===== src/hw/rtl/ssr_pkg.sv =====
// ----------------------------------------------------------------------------
// ssr_pkg
// Shared constants and types for the sprite scanline renderer.
// ----------------------------------------------------------------------------
package ssr_pkg;

  // Default sizes
  localparam int LINE_WIDTH_DEF = 160;
  localparam int TILE_BYTES_DEF = 4096;

  // Action codes
  localparam logic [1:0] ACT_TILE_WR = 2'd0;
  localparam logic [1:0] ACT_PIX_WR  = 2'd1;
  localparam logic [1:0] ACT_DRAW    = 2'd2;
  localparam logic [1:0] ACT_PIX_RD  = 2'd3;

  // Configuration register indexes
  localparam logic [1:0] CFG_PAL0    = 2'd0;
  localparam logic [1:0] CFG_PAL1    = 2'd1;
  localparam logic [1:0] CFG_TALL    = 2'd2;
  localparam logic [1:0] CFG_BG_ZERO = 2'd3;

  // Sprite geometry
  localparam logic [3:0] ROW_LAST_SHORT = 4'd7;
  localparam logic [3:0] ROW_LAST_TALL  = 4'd15;
  localparam int         COLS           = 8;
  localparam int         X_OFFSET       = 8;

  // Commands from the controller to the datapath
  typedef struct packed {
    logic tile_wr;  // store a tile byte
    logic pix_wr;   // store a line pixel
    logic pix_rd;   // load the output pixel register
    logic fetch;    // capture sprite and start the tile row read
    logic draw;     // merge the fetched row into the line
  } ssr_cmd_t;

endpackage


===== src/hw/rtl/ssr_ctrl.sv =====
// ----------------------------------------------------------------------------
// ssr_ctrl
// Handshake control and sequencing of the sprite scanline renderer.
// ----------------------------------------------------------------------------
module ssr_ctrl (
  input  logic             clk_i,
  input  logic             rst_ni,
  input  logic             in_valid_i,
  output logic             in_ready_o,
  input  logic [1:0]       action_i,
  output logic             out_valid_o,
  input  logic             out_ready_i,
  output ssr_pkg::ssr_cmd_t cmd_o
);

  typedef enum logic {
    ST_IDLE,
    ST_DRAW
  } state_e;

  state_e state_q;
  logic   out_valid_q;
  logic   is_read;
  logic   accept;

  assign is_read    = (action_i == ssr_pkg::ACT_PIX_RD);
  // A read needs a free output slot; other actions go ahead regardless.
  assign in_ready_o = (state_q == ST_IDLE) && (!is_read || !out_valid_q || out_ready_i);
  assign accept     = in_valid_i && in_ready_o;

  always_comb begin
    cmd_o         = '0;
    cmd_o.tile_wr = accept && (action_i == ssr_pkg::ACT_TILE_WR);
    cmd_o.pix_wr  = accept && (action_i == ssr_pkg::ACT_PIX_WR);
    cmd_o.fetch   = accept && (action_i == ssr_pkg::ACT_DRAW);
    cmd_o.pix_rd  = accept && is_read;
    cmd_o.draw    = (state_q == ST_DRAW);
  end

  assign out_valid_o = out_valid_q;

  always_ff @(posedge clk_i or negedge rst_ni) begin
    if (!rst_ni) begin
      state_q     <= ST_IDLE;
      out_valid_q <= 1'b0;
    end else begin
      unique case (state_q)
        ST_IDLE: begin
          if (cmd_o.fetch) state_q <= ST_DRAW;
        end
        ST_DRAW: begin
          state_q <= ST_IDLE;
        end
        default: state_q <= ST_IDLE;
      endcase
      if (cmd_o.pix_rd) begin
        out_valid_q <= 1'b1;
      end else if (out_ready_i) begin
        out_valid_q <= 1'b0;
      end
    end
  end

endmodule


===== config.mk =====
export PLATFORM = sky130hd
export DESIGN_NAME = ssr_ctrl
export DESIGN_NICKNAME = d
export VERILOG_FILES = /design/src/hw/rtl/ssr_pkg.sv /design/src/hw/rtl/ssr_ctrl.sv
export SDC_FILE = /design/constraint.sdc
export NUM_CORES = 1
export LEC_CHECK = 0
export ABC_AREA = 1
export BUFFER_PORTS_ARGS = -buffer_cell sky130_fd_sc_hd__buf_2
export CORE_AREA = 2 2 39 41
export CTS_BUF_LIST = sky130_fd_sc_hd__clkbuf_2
export DETAILED_ROUTE_END_ITERATION = 8
export DIE_AREA = 0 0 41 43
export PLACE_DENSITY_LB_ADDON = 0.12
export SLEW_MARGIN = 30
export SYNTH_ARGS = -nofsm -noshare
export SYNTH_HDL_FRONTEND = slang
export SYNTH_SLANG_ARGS = --single-unit

===== constraint.sdc =====
create_clock -name clk_i -period 1 [get_ports clk_i]
set_input_delay 0.25 -clock clk_i [delete_from_list [all_inputs] [get_ports clk_i]]
set_output_delay 0.25 -clock clk_i [all_outputs]
set_load 0.02 [all_outputs]

**After elaboration in Yosys (flattened, before gate mapping)**

Cells that the tools add are included.

- Bits in registers: 2
- Output and inout port bits: 7
- Word-level logic and storage cells: 22

- Equal/unequal tests: 3
- Muxes and demuxes: 4
- Bitwise logic cells: 1
- Reduce and logical (&&, ||, !) cells: 12

Operator list:

| cell | number |
|---|---|
| logical AND 1 bit | 6 |
| == test 2 bit, second input constant | 2 |
| two-way mux 1 bit | 3 |
| == test 2 x 1 -> 1 bit, second input constant | 1 |
| zero test 1 bit | 2 |
| zero test 2 bit | 1 |
| logical OR 1 bit | 2 |
| one-hot mux 1 bit (2 select lines) | 1 |
| nonzero test 2 bit | 1 |
| NOT 1 bit | 1 |

**Longest topological paths before layout**

Gate-level depths: netlist (run 1).

- Word-level depth: 9
- Depth in mapped cells: 4

**Worst setup path after synthesis (run 1)**

Ideal clock, no wire load.

- Kind: reg2out
- Start: register out_valid_q (netlist: out_valid_o)
- End: output in_ready_o
- Arrival time: 0.959 ns
- Required time: 0.750 ns
- Path slack: -0.209 ns
- Cell stages (with the launch flop): 4
- Buffers on the path: 0
- Cells stage by stage: dfrtp_1 -> nand2_1 -> inv_1 -> a21oi_1

- Word-level cells in the longest chain between the ends: 4

Ends and longest elaborated chain:

| item | line | RTL |
|---|---|---|
| start, declared | ssr_ctrl.sv:22 | `logic out_valid_q;` |
| start signal, assigned | ssr_ctrl.sv:45 | `out_valid_q <= 1'b0;` |
| start signal, assigned | ssr_ctrl.sv:57 | `out_valid_q <= 1'b1;` |
| start signal, assigned | ssr_ctrl.sv:59 | `out_valid_q <= 1'b0;` |
| zero test 1 bit | ssr_ctrl.sv:28 | `assign in_ready_o = (state_q == ST_IDLE) && (!is_read \|\| !out_valid_q \|\| out_ready_i);` |
| logical OR 1 bit (2 in series) | ssr_ctrl.sv:28 |  |
| logical AND 1 bit | ssr_ctrl.sv:28 |  |
| end, declared | ssr_ctrl.sv:9 | `output logic in_ready_o,` |

No other way between the ends.

==> flow_summary.json, run 1 <==
{
  "ioPinCount": 13,
  "detailed_place_hpwl_um": 344.1,
  "drc": 0,
  "p_sw_mw": 0.1105,
  "cts_buffers": 3,
  "fin_cells": 59,
  "outcome": "finished, violations left",
  "clock_sinks": 2,
  "crit_arrival_ns": 0.97,
  "cp_max_fo": 3,
  "avgSynthCellArea_um2": 6.654,
  "drive_gt1_share_pct": 69.77,
  "worstRegToRegCells": 5,
  "crit_required_ns": 0.75,
  "grt_max_degree": 5,
  "clkPwrFrac_pct": 43.8,
  "hold_slack_ns": 0.3674,
  "syn_to_final_growth_pct": 141.9,
  "setup_viol": 7,
  "worst-path-stages": 4,
  "die_area_um2": 1763,
  "drt-pass1-iter-count": 1,
  "routedWlPerCell_um": 7.220,
  "ant_nets": 0,
  "place_inst": 53,
  "nFillCells": 162,
  "drt_iter0_markers": 0,
  "num_vias": 200,
  "core_area_um2": 1384,
  "synth_nets": 28,
  "cp_top_family": "flip-flops",
  "n_antenna_cell": 0,
  "die_h_um": 43,
  "grt_pass1_wl_um": 745,
  "cp_num_buf_inv": 2,
  "rsz0062_at_grt": "true",
  "postLayoutCoreUtil_pct": 25.59,
  "clockBufferDepth": 2,
  "finalMaxSlewViolations": 0,
  "crit_chain": "nand2_4, nand4_2, inv_2, buf_6",
  "final_cell_mix": "buf_6 (8), inv_1 (6), inv_2 (5), buf_2 (5)",
  "cap_violations": 0,
  "critPathKind": "flip-flop to output port",
  "grt_overflow": 0,
  "postSynthCellCount": 22,
  "period_needed_ns": 1.220,
  "end_kind": "output port",
  "die_w_um": 41,
  "hold_class": "primary input to async pin",
  "fmax_mhz": 819.8,
  "gp_congestion": 0.6289,
  "clk_pin_slew_ns": 0.04,
  "yosysWarnings": 0,
  "portBuffers": 12,
  "p_int_mw": 0.2466,
  "synth.distinct_cells": 8,
  "clk_latency_ns": 0.20,
  "ir_drop_v": 0.0003719,
  "p_per_area_nw_per_um2": 1008,
  "final_common_cell": "buf_6",
  "cp-start-kind": "flip-flop",
  "cts_root_buffer": "clkbuf_2",
  "violations": "setup timing",
  "slew_headroom_pct": 92.91,
  "initial_core_util_pct": 10.58,
  "swShare_pct": 30.94,
  "rows": 14,
  "critPathMaxStageDelay_ns": 0.41,
  "htree_num_levels": 1,
  "ys_seq_area_share_pct": 34.19,
  "netlist_area_um2": 146.4,
  "combPwrFrac_pct": 30.6,
  "period_share_pct": 122.0,
  "cts_tree": "built",
  "grt_pass1_vias": 226,
  "worst_pin_slew_ns": 0.1064,
  "via_per_inst": 3.390,
  "p_seq_share_pct": 25.6,
  "ys_ff_latch": 2,
  "finClkSkew_ns": 0.01438,
  "nets": 50,
  "slowest_stage": "dfrtp_2",
  "worst-r2r-setup-slack_ns": 0.09,
  "p_leak_nw": 0.2303,
  "antenna_found_initial": 0,
  "final.setup.worst_slack_ns": -0.2198,
  "hold_viol_final": 0,
  "wl_um": 426,
  "grt_usage_pct": 6.426
}
-- cell families after synthesis --
| family | synth area share, % |
|---|---|
| DFF | 34.19 |
| buffers and inverters | 33.34 |
| AOI/OAI and AO/OA | 3.416 |
| and+or+nand+nor | 29.06 |
-- metrics by stage --
step                      setup slack [ns]  TNS [ns]  instance area [µm²]  total power [mW]
after floorplan                   -0.02539  -0.04106                161.4            0.1370
after CTS                          -0.2421    -1.337                374.1            0.3732
after global placement            -0.06133   -0.2211                264.0            0.1747
after global routing               -0.2951    -1.584                354.1            0.3928
final                              -0.2198    -1.080                354.1            0.3571
after detailed placement          -0.06556   -0.2574                264.0            0.1753
-- metal layers --
metal,vias up,part of all wire [%],routed length [µm],GRT usage (%)
met5,-,0,0,0
met4,0,0,0,4.000
li1,104,-,-,-
met2,5,54,231,9.688
met1,91,38,164,5.788
met3,0,6.8,29,4.712
-- state kept, by name (all words and copies together) (netlist names) --
register / cells
out_valid_o: 1
state_q: 1
-- power groups by stage --
stage	Sequential, mW	Clock (mW)	Combinational (mW)
6_report	0.0915	0.157	0.109
3_5_place_dp	0.0905	0	0.0848
4_1_cts	0.0914	0.166	0.116
3_3_place_gp	0.0904	0	0.0843
2_1_floorplan	0.0960	0	0.0410
5_1_grt	0.0921	0.183	0.118
-- path summary, 6_finish.rpt --
check,start,end
worst max register to register,state_q$_DFF_PN0_,state_q$_DFF_PN0_
worst max-delay path,out_valid_o$_DFFE_PN0P_,cmd_o[2]
worst min register to register,out_valid_o$_DFFE_PN0P_,out_valid_o$_DFFE_PN0P_
max in group asynchronous,rst_ni,state_q$_DFF_PN0_
min in group clk_i,out_ready_i,out_valid_o$_DFFE_PN0P_
worst min-delay path,rst_ni,out_valid_o$_DFFE_PN0P_
-- layout make-up --
| cell class | instances | area, µm² | area share, % |
|---|---|---|---|
| Tap cell | 16 | 20.02 | 5.654 |
| Multi-Input combinational cell | 8 | 66.31 | 18.73 |
| Clock buffer | 4 | 20.02 | 5.654 |
| Timing Repair Buffer | 18 | 155.1 | 43.82 |
| Sequential cell | 2 | 51.30 | 14.49 |
| Inverter | 11 | 41.29 | 11.66 |
-- synth_stat cells --
cell type	number	area (µm²)
a21oi_1	1	5.000
buf_4	1	7.510
dfrtp_1	2	50.05
inv_1	10	37.54
inv_2	1	3.750
nand2_1	3	11.26
nand4_1	3	18.77
nand4_2	1	12.51
-- what timing repair did --
item                                    in CTS  in global routing
resized for setup                           19                  1
setup buffers                                3                  0
pin swaps                                    2                  1
cloned                                       0                  0
endpoints found under the hold margin        2                  0
endpoints found under the setup margin       7                  8
hold buffers                                 1                  0
Power figures use the tool's default switching activity.
==> run 2: changes to the inputs <==
--- a/config.mk
+++ b/config.mk
@@ -12,6 +12,7 @@
 export DETAILED_ROUTE_END_ITERATION = 8
 export DIE_AREA = 0 0 41 43
 export PLACE_DENSITY_LB_ADDON = 0.12
+export RECOVER_POWER = 50
 export SLEW_MARGIN = 30
 export SYNTH_ARGS = -nofsm -noshare
 export SYNTH_HDL_FRONTEND = slang
==> run 2 against run 1 <==
The flow still finishes with violations (setup timing). Count of clock-buffer cells in the layout stayed put. Worst setup slack about the same. Non-clock buffer count stayed put. Core utilization shrank 0.090 points. Sequential power barely moved. Global-route usage is the same. Register-to-register slack barely moved. First-iteration DRC count is the same. Via count unchanged. Largest cell class unchanged.
==> flow_summary.json, run 2 (synthesized netlist as in run 1, its figures left out) <==
{
  "cts_buffers": 3,
  "grt_pass1_wl_um": 745,
  "clockBufferDepth": 2,
  "rows": 14,
  "drt_iter0_markers": 0,
  "grt_max_degree": 5,
  "clkPwrFrac_pct": 43.9,
  "p_per_area_nw_per_um2": 1011,
  "hold_class": "primary input to async pin",
  "cts_tree": "built",
  "nets": 50,
  "drive_gt1_share_pct": 67.44,
  "die_h_um": 43,
  "ioPinCount": 13,
  "setup_viol": 7,
  "clock_sinks": 2,
  "num_vias": 200,
  "gp_congestion": 0.6289,
  "cap_violations": 0,
  "end_kind": "output port",
  "syn_to_final_growth_pct": 141.0,
  "final.setup.worst_slack_ns": -0.2198,
  "violations": "setup timing",
  "die_w_um": 41,
  "rsz0062_at_grt": "true",
  "p_seq_share_pct": 25.7,
  "hold_slack_ns": 0.3669,
  "clk_pin_slew_ns": 0.04,
  "finalMaxSlewViolations": 0,
  "cp-start-kind": "flip-flop",
  "clk_latency_ns": 0.20,
  "detailed_place_hpwl_um": 344.1,
  "grt_usage_pct": 6.426,
  "period_needed_ns": 1.220,
  "slew_headroom_pct": 92.91,
  "drt-pass1-iter-count": 1,
  "worst_pin_slew_ns": 0.1064,
  "crit_arrival_ns": 0.97,
  "final_common_cell": "buf_6",
  "n_antenna_cell": 0,
  "ant_nets": 0,
  "combPwrFrac_pct": 30.5,
  "swShare_pct": 30.99,
  "initial_core_util_pct": 10.58,
  "htree_num_levels": 1,
  "cts_root_buffer": "clkbuf_2",
  "routedWlPerCell_um": 7.186,
  "fmax_mhz": 819.8,
  "die_area_um2": 1763,
  "crit_required_ns": 0.75,
  "period_share_pct": 122.0,
  "p_int_mw": 0.2461,
  "cp_max_fo": 3,
  "wl_um": 424,
  "grt_overflow": 0,
  "antenna_found_initial": 0,
  "ir_drop_v": 0.0003700,
  "postLayoutCoreUtil_pct": 25.50,
  "tns_ns": -1.080,
  "p_leak_nw": 0.2276,
  "hold_viol_final": 0,
  "finClkSkew_ns": 0.01438,
  "drc": 0,
  "core_area_um2": 1384,
  "outcome": "finished, violations left",
  "final_cell_mix": "buf_6 (8), inv_1 (6), inv_2 (5)",
  "portBuffers": 12,
  "via_per_inst": 3.390,
  "grt_pass1_vias": 226,
  "p_sw_mw": 0.1105,
  "critPathKind": "flip-flop to output port"
}
run 2: changes by cell type in the layout (fill, tap and decap cells not counted), sizes merged:
cell	change
buf	-1
clkbuf	+1
run 2: per-stage QoR:
| stage | power, mW | cell area [µm²] | setup WS [ns] | std cells |
|---|---|---|---|---|
| 2_1_floorplan | 0.1370 | 161.4 | -0.02539 | 22 |
| 4_1_cts | 0.3732 | 374.1 | -0.2421 | 61 |
| 6_report | 0.3566 | 352.8 | -0.2198 | 59 |
| 3_5_place_dp | 0.1753 | 264.0 | -0.06556 | 53 |
| 5_1_grt | 0.3922 | 352.8 | -0.2951 | 59 |
| 3_3_place_gp | 0.1747 | 264.0 | -0.06133 | 53 |
run 2: final cells by class:
cell class / instances / area (µm²)
multi-input combinational: 8 / 66.31
inverter: 11 / 41.29
clock buffer: 4 / 20.02
sequential: 2 / 51.30
fill: 163 / 1031
tap: 16 / 20.02
timing repair buffer: 18 / 153.9
run 2: worst max-delay path, cell delays in order, from the launching register on:
cell and delay [ns]:
dfrtp_2 0.41, nand2_4 0.07, nand4_2 0.11, inv_2 0.07
buf_6 0.11
run 2: worst paths after layout:
path                                    startpoint                       to  slack, ns  cells after the start
min in group clk_i                     out_ready_i  out_valid_o$_DFFE_PN0P_       0.44                      5
max                        out_valid_o$_DFFE_PN0P_                 cmd_o[2]      -0.22                      4
max reg2reg                      state_q$_DFF_PN0_        state_q$_DFF_PN0_       0.09                      5
max in group asynchronous                   rst_ni        state_q$_DFF_PN0_       0.49                      2
min                                         rst_ni  out_valid_o$_DFFE_PN0P_       0.37                      2
min reg2reg                out_valid_o$_DFFE_PN0P_  out_valid_o$_DFFE_PN0P_       0.65                      3
run 2: power groups by stage:
stage,Sequential [mW],Clock [mW],Combinational (mW)
2_1_floorplan,0.0960,0,0.0410
3_3_place_gp,0.0904,0,0.0843
3_5_place_dp,0.0905,0,0.0848
4_1_cts,0.0914,0.166,0.116
5_1_grt,0.0921,0.183,0.118
6_report,0.0915,0.157,0.109
run 2: routing by layer:
layer  share of wire [%]  GRT usage (%)  vias up
li1                    -              -      104
met1                  38          5.788       91
met2                  54          9.688        5
met3                 6.8          4.712        0
met4                   0          4.000        0
met5                   0              0        -
run 2: repair_timing:
action                                  CTS  global route
endpoints found under the hold margin     2             0
cloned                                    0             0
pin swaps                                 2             1
endpoints found under the setup margin    7             8
setup buffers                             3             0
gates resized for setup                  19             1
hold buffers                              1             0
==> run 3: changes to the inputs <==
--- a/config.mk
+++ b/config.mk
@@ -6,7 +6,8 @@
 export NUM_CORES = 1
 export LEC_CHECK = 0
 export ABC_AREA = 1
-export BUFFER_PORTS_ARGS = -buffer_cell sky130_fd_sc_hd__buf_2
+export BUFFER_PORTS_ARGS = -buffer_cell sky130_fd_sc_hd__clkbuf_2
+export CAP_MARGIN = 25
 export CORE_AREA = 2 2 39 41
 export CTS_BUF_LIST = sky130_fd_sc_hd__clkbuf_2
 export DETAILED_ROUTE_END_ITERATION = 8
==> run 3 against run 2 <==
The run still ends with setup timing left. Core utilization is 4.1 points higher. Critical path depth unchanged. Critical endpoint is now cmd_o[1]. Maximum frequency shrank 2.1%. Sequential power is 0.5% higher. Worst setup slack lost 0.026 ns. Largest power group unchanged. Sequential cell count is the same. Global-route usage increased by 0.19 points.
==> flow_summary.json, run 3 (synthesized netlist as in run 1, its figures left out) <==
{
  "ir_drop_v": 0.0003242,
  "final_common_cell": "clkbuf_2",
  "setup_viol": 7,
  "drt_iter0_markers": 0,
  "final_cell_mix": "clkbuf_2 (8), inv_1 (6), buf_4 (6)",
  "die_area_um2": 1763,
  "fmax_mhz": 802.4,
  "crit_arrival_ns": 1.00,
  "period_share_pct": 124.6,
  "finClkSkew_ns": 0.01236,
  "clk_pin_slew_ns": 0.04,
  "fin_cells": 62,
  "cts_tree": "built",
  "drive_gt1_share_pct": 69.57,
  "cp-start-kind": "flip-flop",
  "rsz0062_at_grt": "true",
  "p_per_area_nw_per_um2": 932.0,
  "drc": 0,
  "hold_class": "primary input to async pin",
  "hold_viol_final": 0,
  "num_vias": 218,
  "place_area_um2": 264.0,
  "portBuffers": 12,
  "rows": 14,
  "die_w_um": 41,
  "cp_max_fo": 4,
  "htree_num_levels": 1,
  "wl_um": 439,
  "gp_congestion": 0.6056,
  "routedWlPerCell_um": 7.081,
  "grt_usage_pct": 6.620,
  "final.setup.worst_slack_ns": -0.2462,
  "slew_headroom_pct": 92.28,
  "n_antenna_cell": 0,
  "via_per_inst": 3.516,
  "outcome": "finished, violations left",
  "crit_required_ns": 0.75,
  "grt_pass1_wl_um": 765,
  "grt_overflow": 0,
  "place_inst": 53,
  "core_area_um2": 1384,
  "cap_violations": 0,
  "drt-pass1-iter-count": 1,
  "p_leak_nw": 0.2503,
  "die_h_um": 43,
  "violations": "setup timing",
  "postLayoutCoreUtil_pct": 29.57,
  "worst_pin_slew_ns": 0.1155,
  "detailed_place_hpwl_um": 345.6,
  "ioPinCount": 13,
  "clockBufferDepth": 2,
  "nets": 53,
  "design_area_um2": 409.1,
  "end_kind": "output port",
  "critPathKind": "flip-flop to output port",
  "syn_to_final_growth_pct": 179.5,
  "clk_latency_ns": 0.20,
  "ant_nets": 0,
  "clock_sinks": 2,
  "antenna_found_initial": 0,
  "grt_max_degree": 5,
  "grt_pass1_vias": 222,
  "period_needed_ns": 1.246,
  "finalMaxSlewViolations": 0,
  "cts_buffers": 3,
  "cts_root_buffer": "clkbuf_2",
  "tns_ns": -1.282,
  "initial_core_util_pct": 10.58
}
-- run 3: cell types whose count changed in the layout (fill, tap and decap cells not counted) --
cell      previous run  this run
buf_6                8         2
buf_2                4         0
clkbuf_2             4         8
clkbuf_8             0         4
buf_8                0         3
buf_4                4         6
nand4_2              1         0
nand4_4              0         1
-- run 3: critical path: stages (launching register included) --
cell and delay, ns:
dfrtp_1 0.38, inv_2 0.10, nand4_1 0.11, inv_1 0.09, clkbuf_8 0.14
-- run 3: power by group --
part	total (mW)	internal, mW	switching, mW
sequential	0.0920	0.0870	0.00497
clock	0.156	0.105	0.0509
combinational	0.133	0.0735	0.0600
total	0.381	0.265	0.116
-- run 3: through the flow --
stage	hold slack (ns)	worst slack, ns	total power, mW
6_report	0.3692	-0.2462	0.3813
5_1_grt	0.3641	-0.3358	0.4148
4_1_cts	0.3678	-0.2749	0.3919
3_5_place_dp	0.03768	-0.08548	0.1750
3_3_place_gp	0.03742	-0.08437	0.1742
2_1_floorplan	-0.04559	-0.02539	0.1370
-- run 3: metal layers --
layer	track usage [%]	wire [µm]	up-vias
met5	0	0	-
li1	-	-	111
met4	6.000	0	0
met2	8.750	241	5
met3	3.141	21	0
met1	7.372	176	102
-- run 3: path summary, 6_finish.rpt --
| path | end | start | cells past startpoint | slack, ns |
|---|---|---|---|---|
| setup / recovery | cmd_o[1] | state_q$_DFF_PN0_ | 4 | -0.25 |
| hold / removal | out_valid_o$_DFFE_PN0P_ | rst_ni | 2 | 0.37 |
| setup reg to reg | out_valid_o$_DFFE_PN0P_ | out_valid_o$_DFFE_PN0P_ | 5 | 0.05 |
| hold reg to reg | out_valid_o$_DFFE_PN0P_ | state_q$_DFF_PN0_ | 5 | 0.76 |
| max in group asynchronous | state_q$_DFF_PN0_ | rst_ni | 2 | 0.49 |
| min in group clk_i | state_q$_DFF_PN0_ | action_i[1] | 5 | 0.52 |
-- run 3: timing repair --
item	4_1_cts	5_1_grt
pin swaps	2	2
buffers inserted	5	1
hold endpoints to repair	2	0
endpoints found under the setup margin	7	8
resized for setup	21	4
hold buffers	1	0
-- run 3: area by class of cell --
class,count,area [µm²]
Timing Repair Buffer,21,201.4
Multi-Input combinational cell,8,75.07
Fill cell,161,974.7
Clock buffer,4,20.02
Inverter,11,41.29
Tap cell,16,20.02
Sequential cell,2,51.30
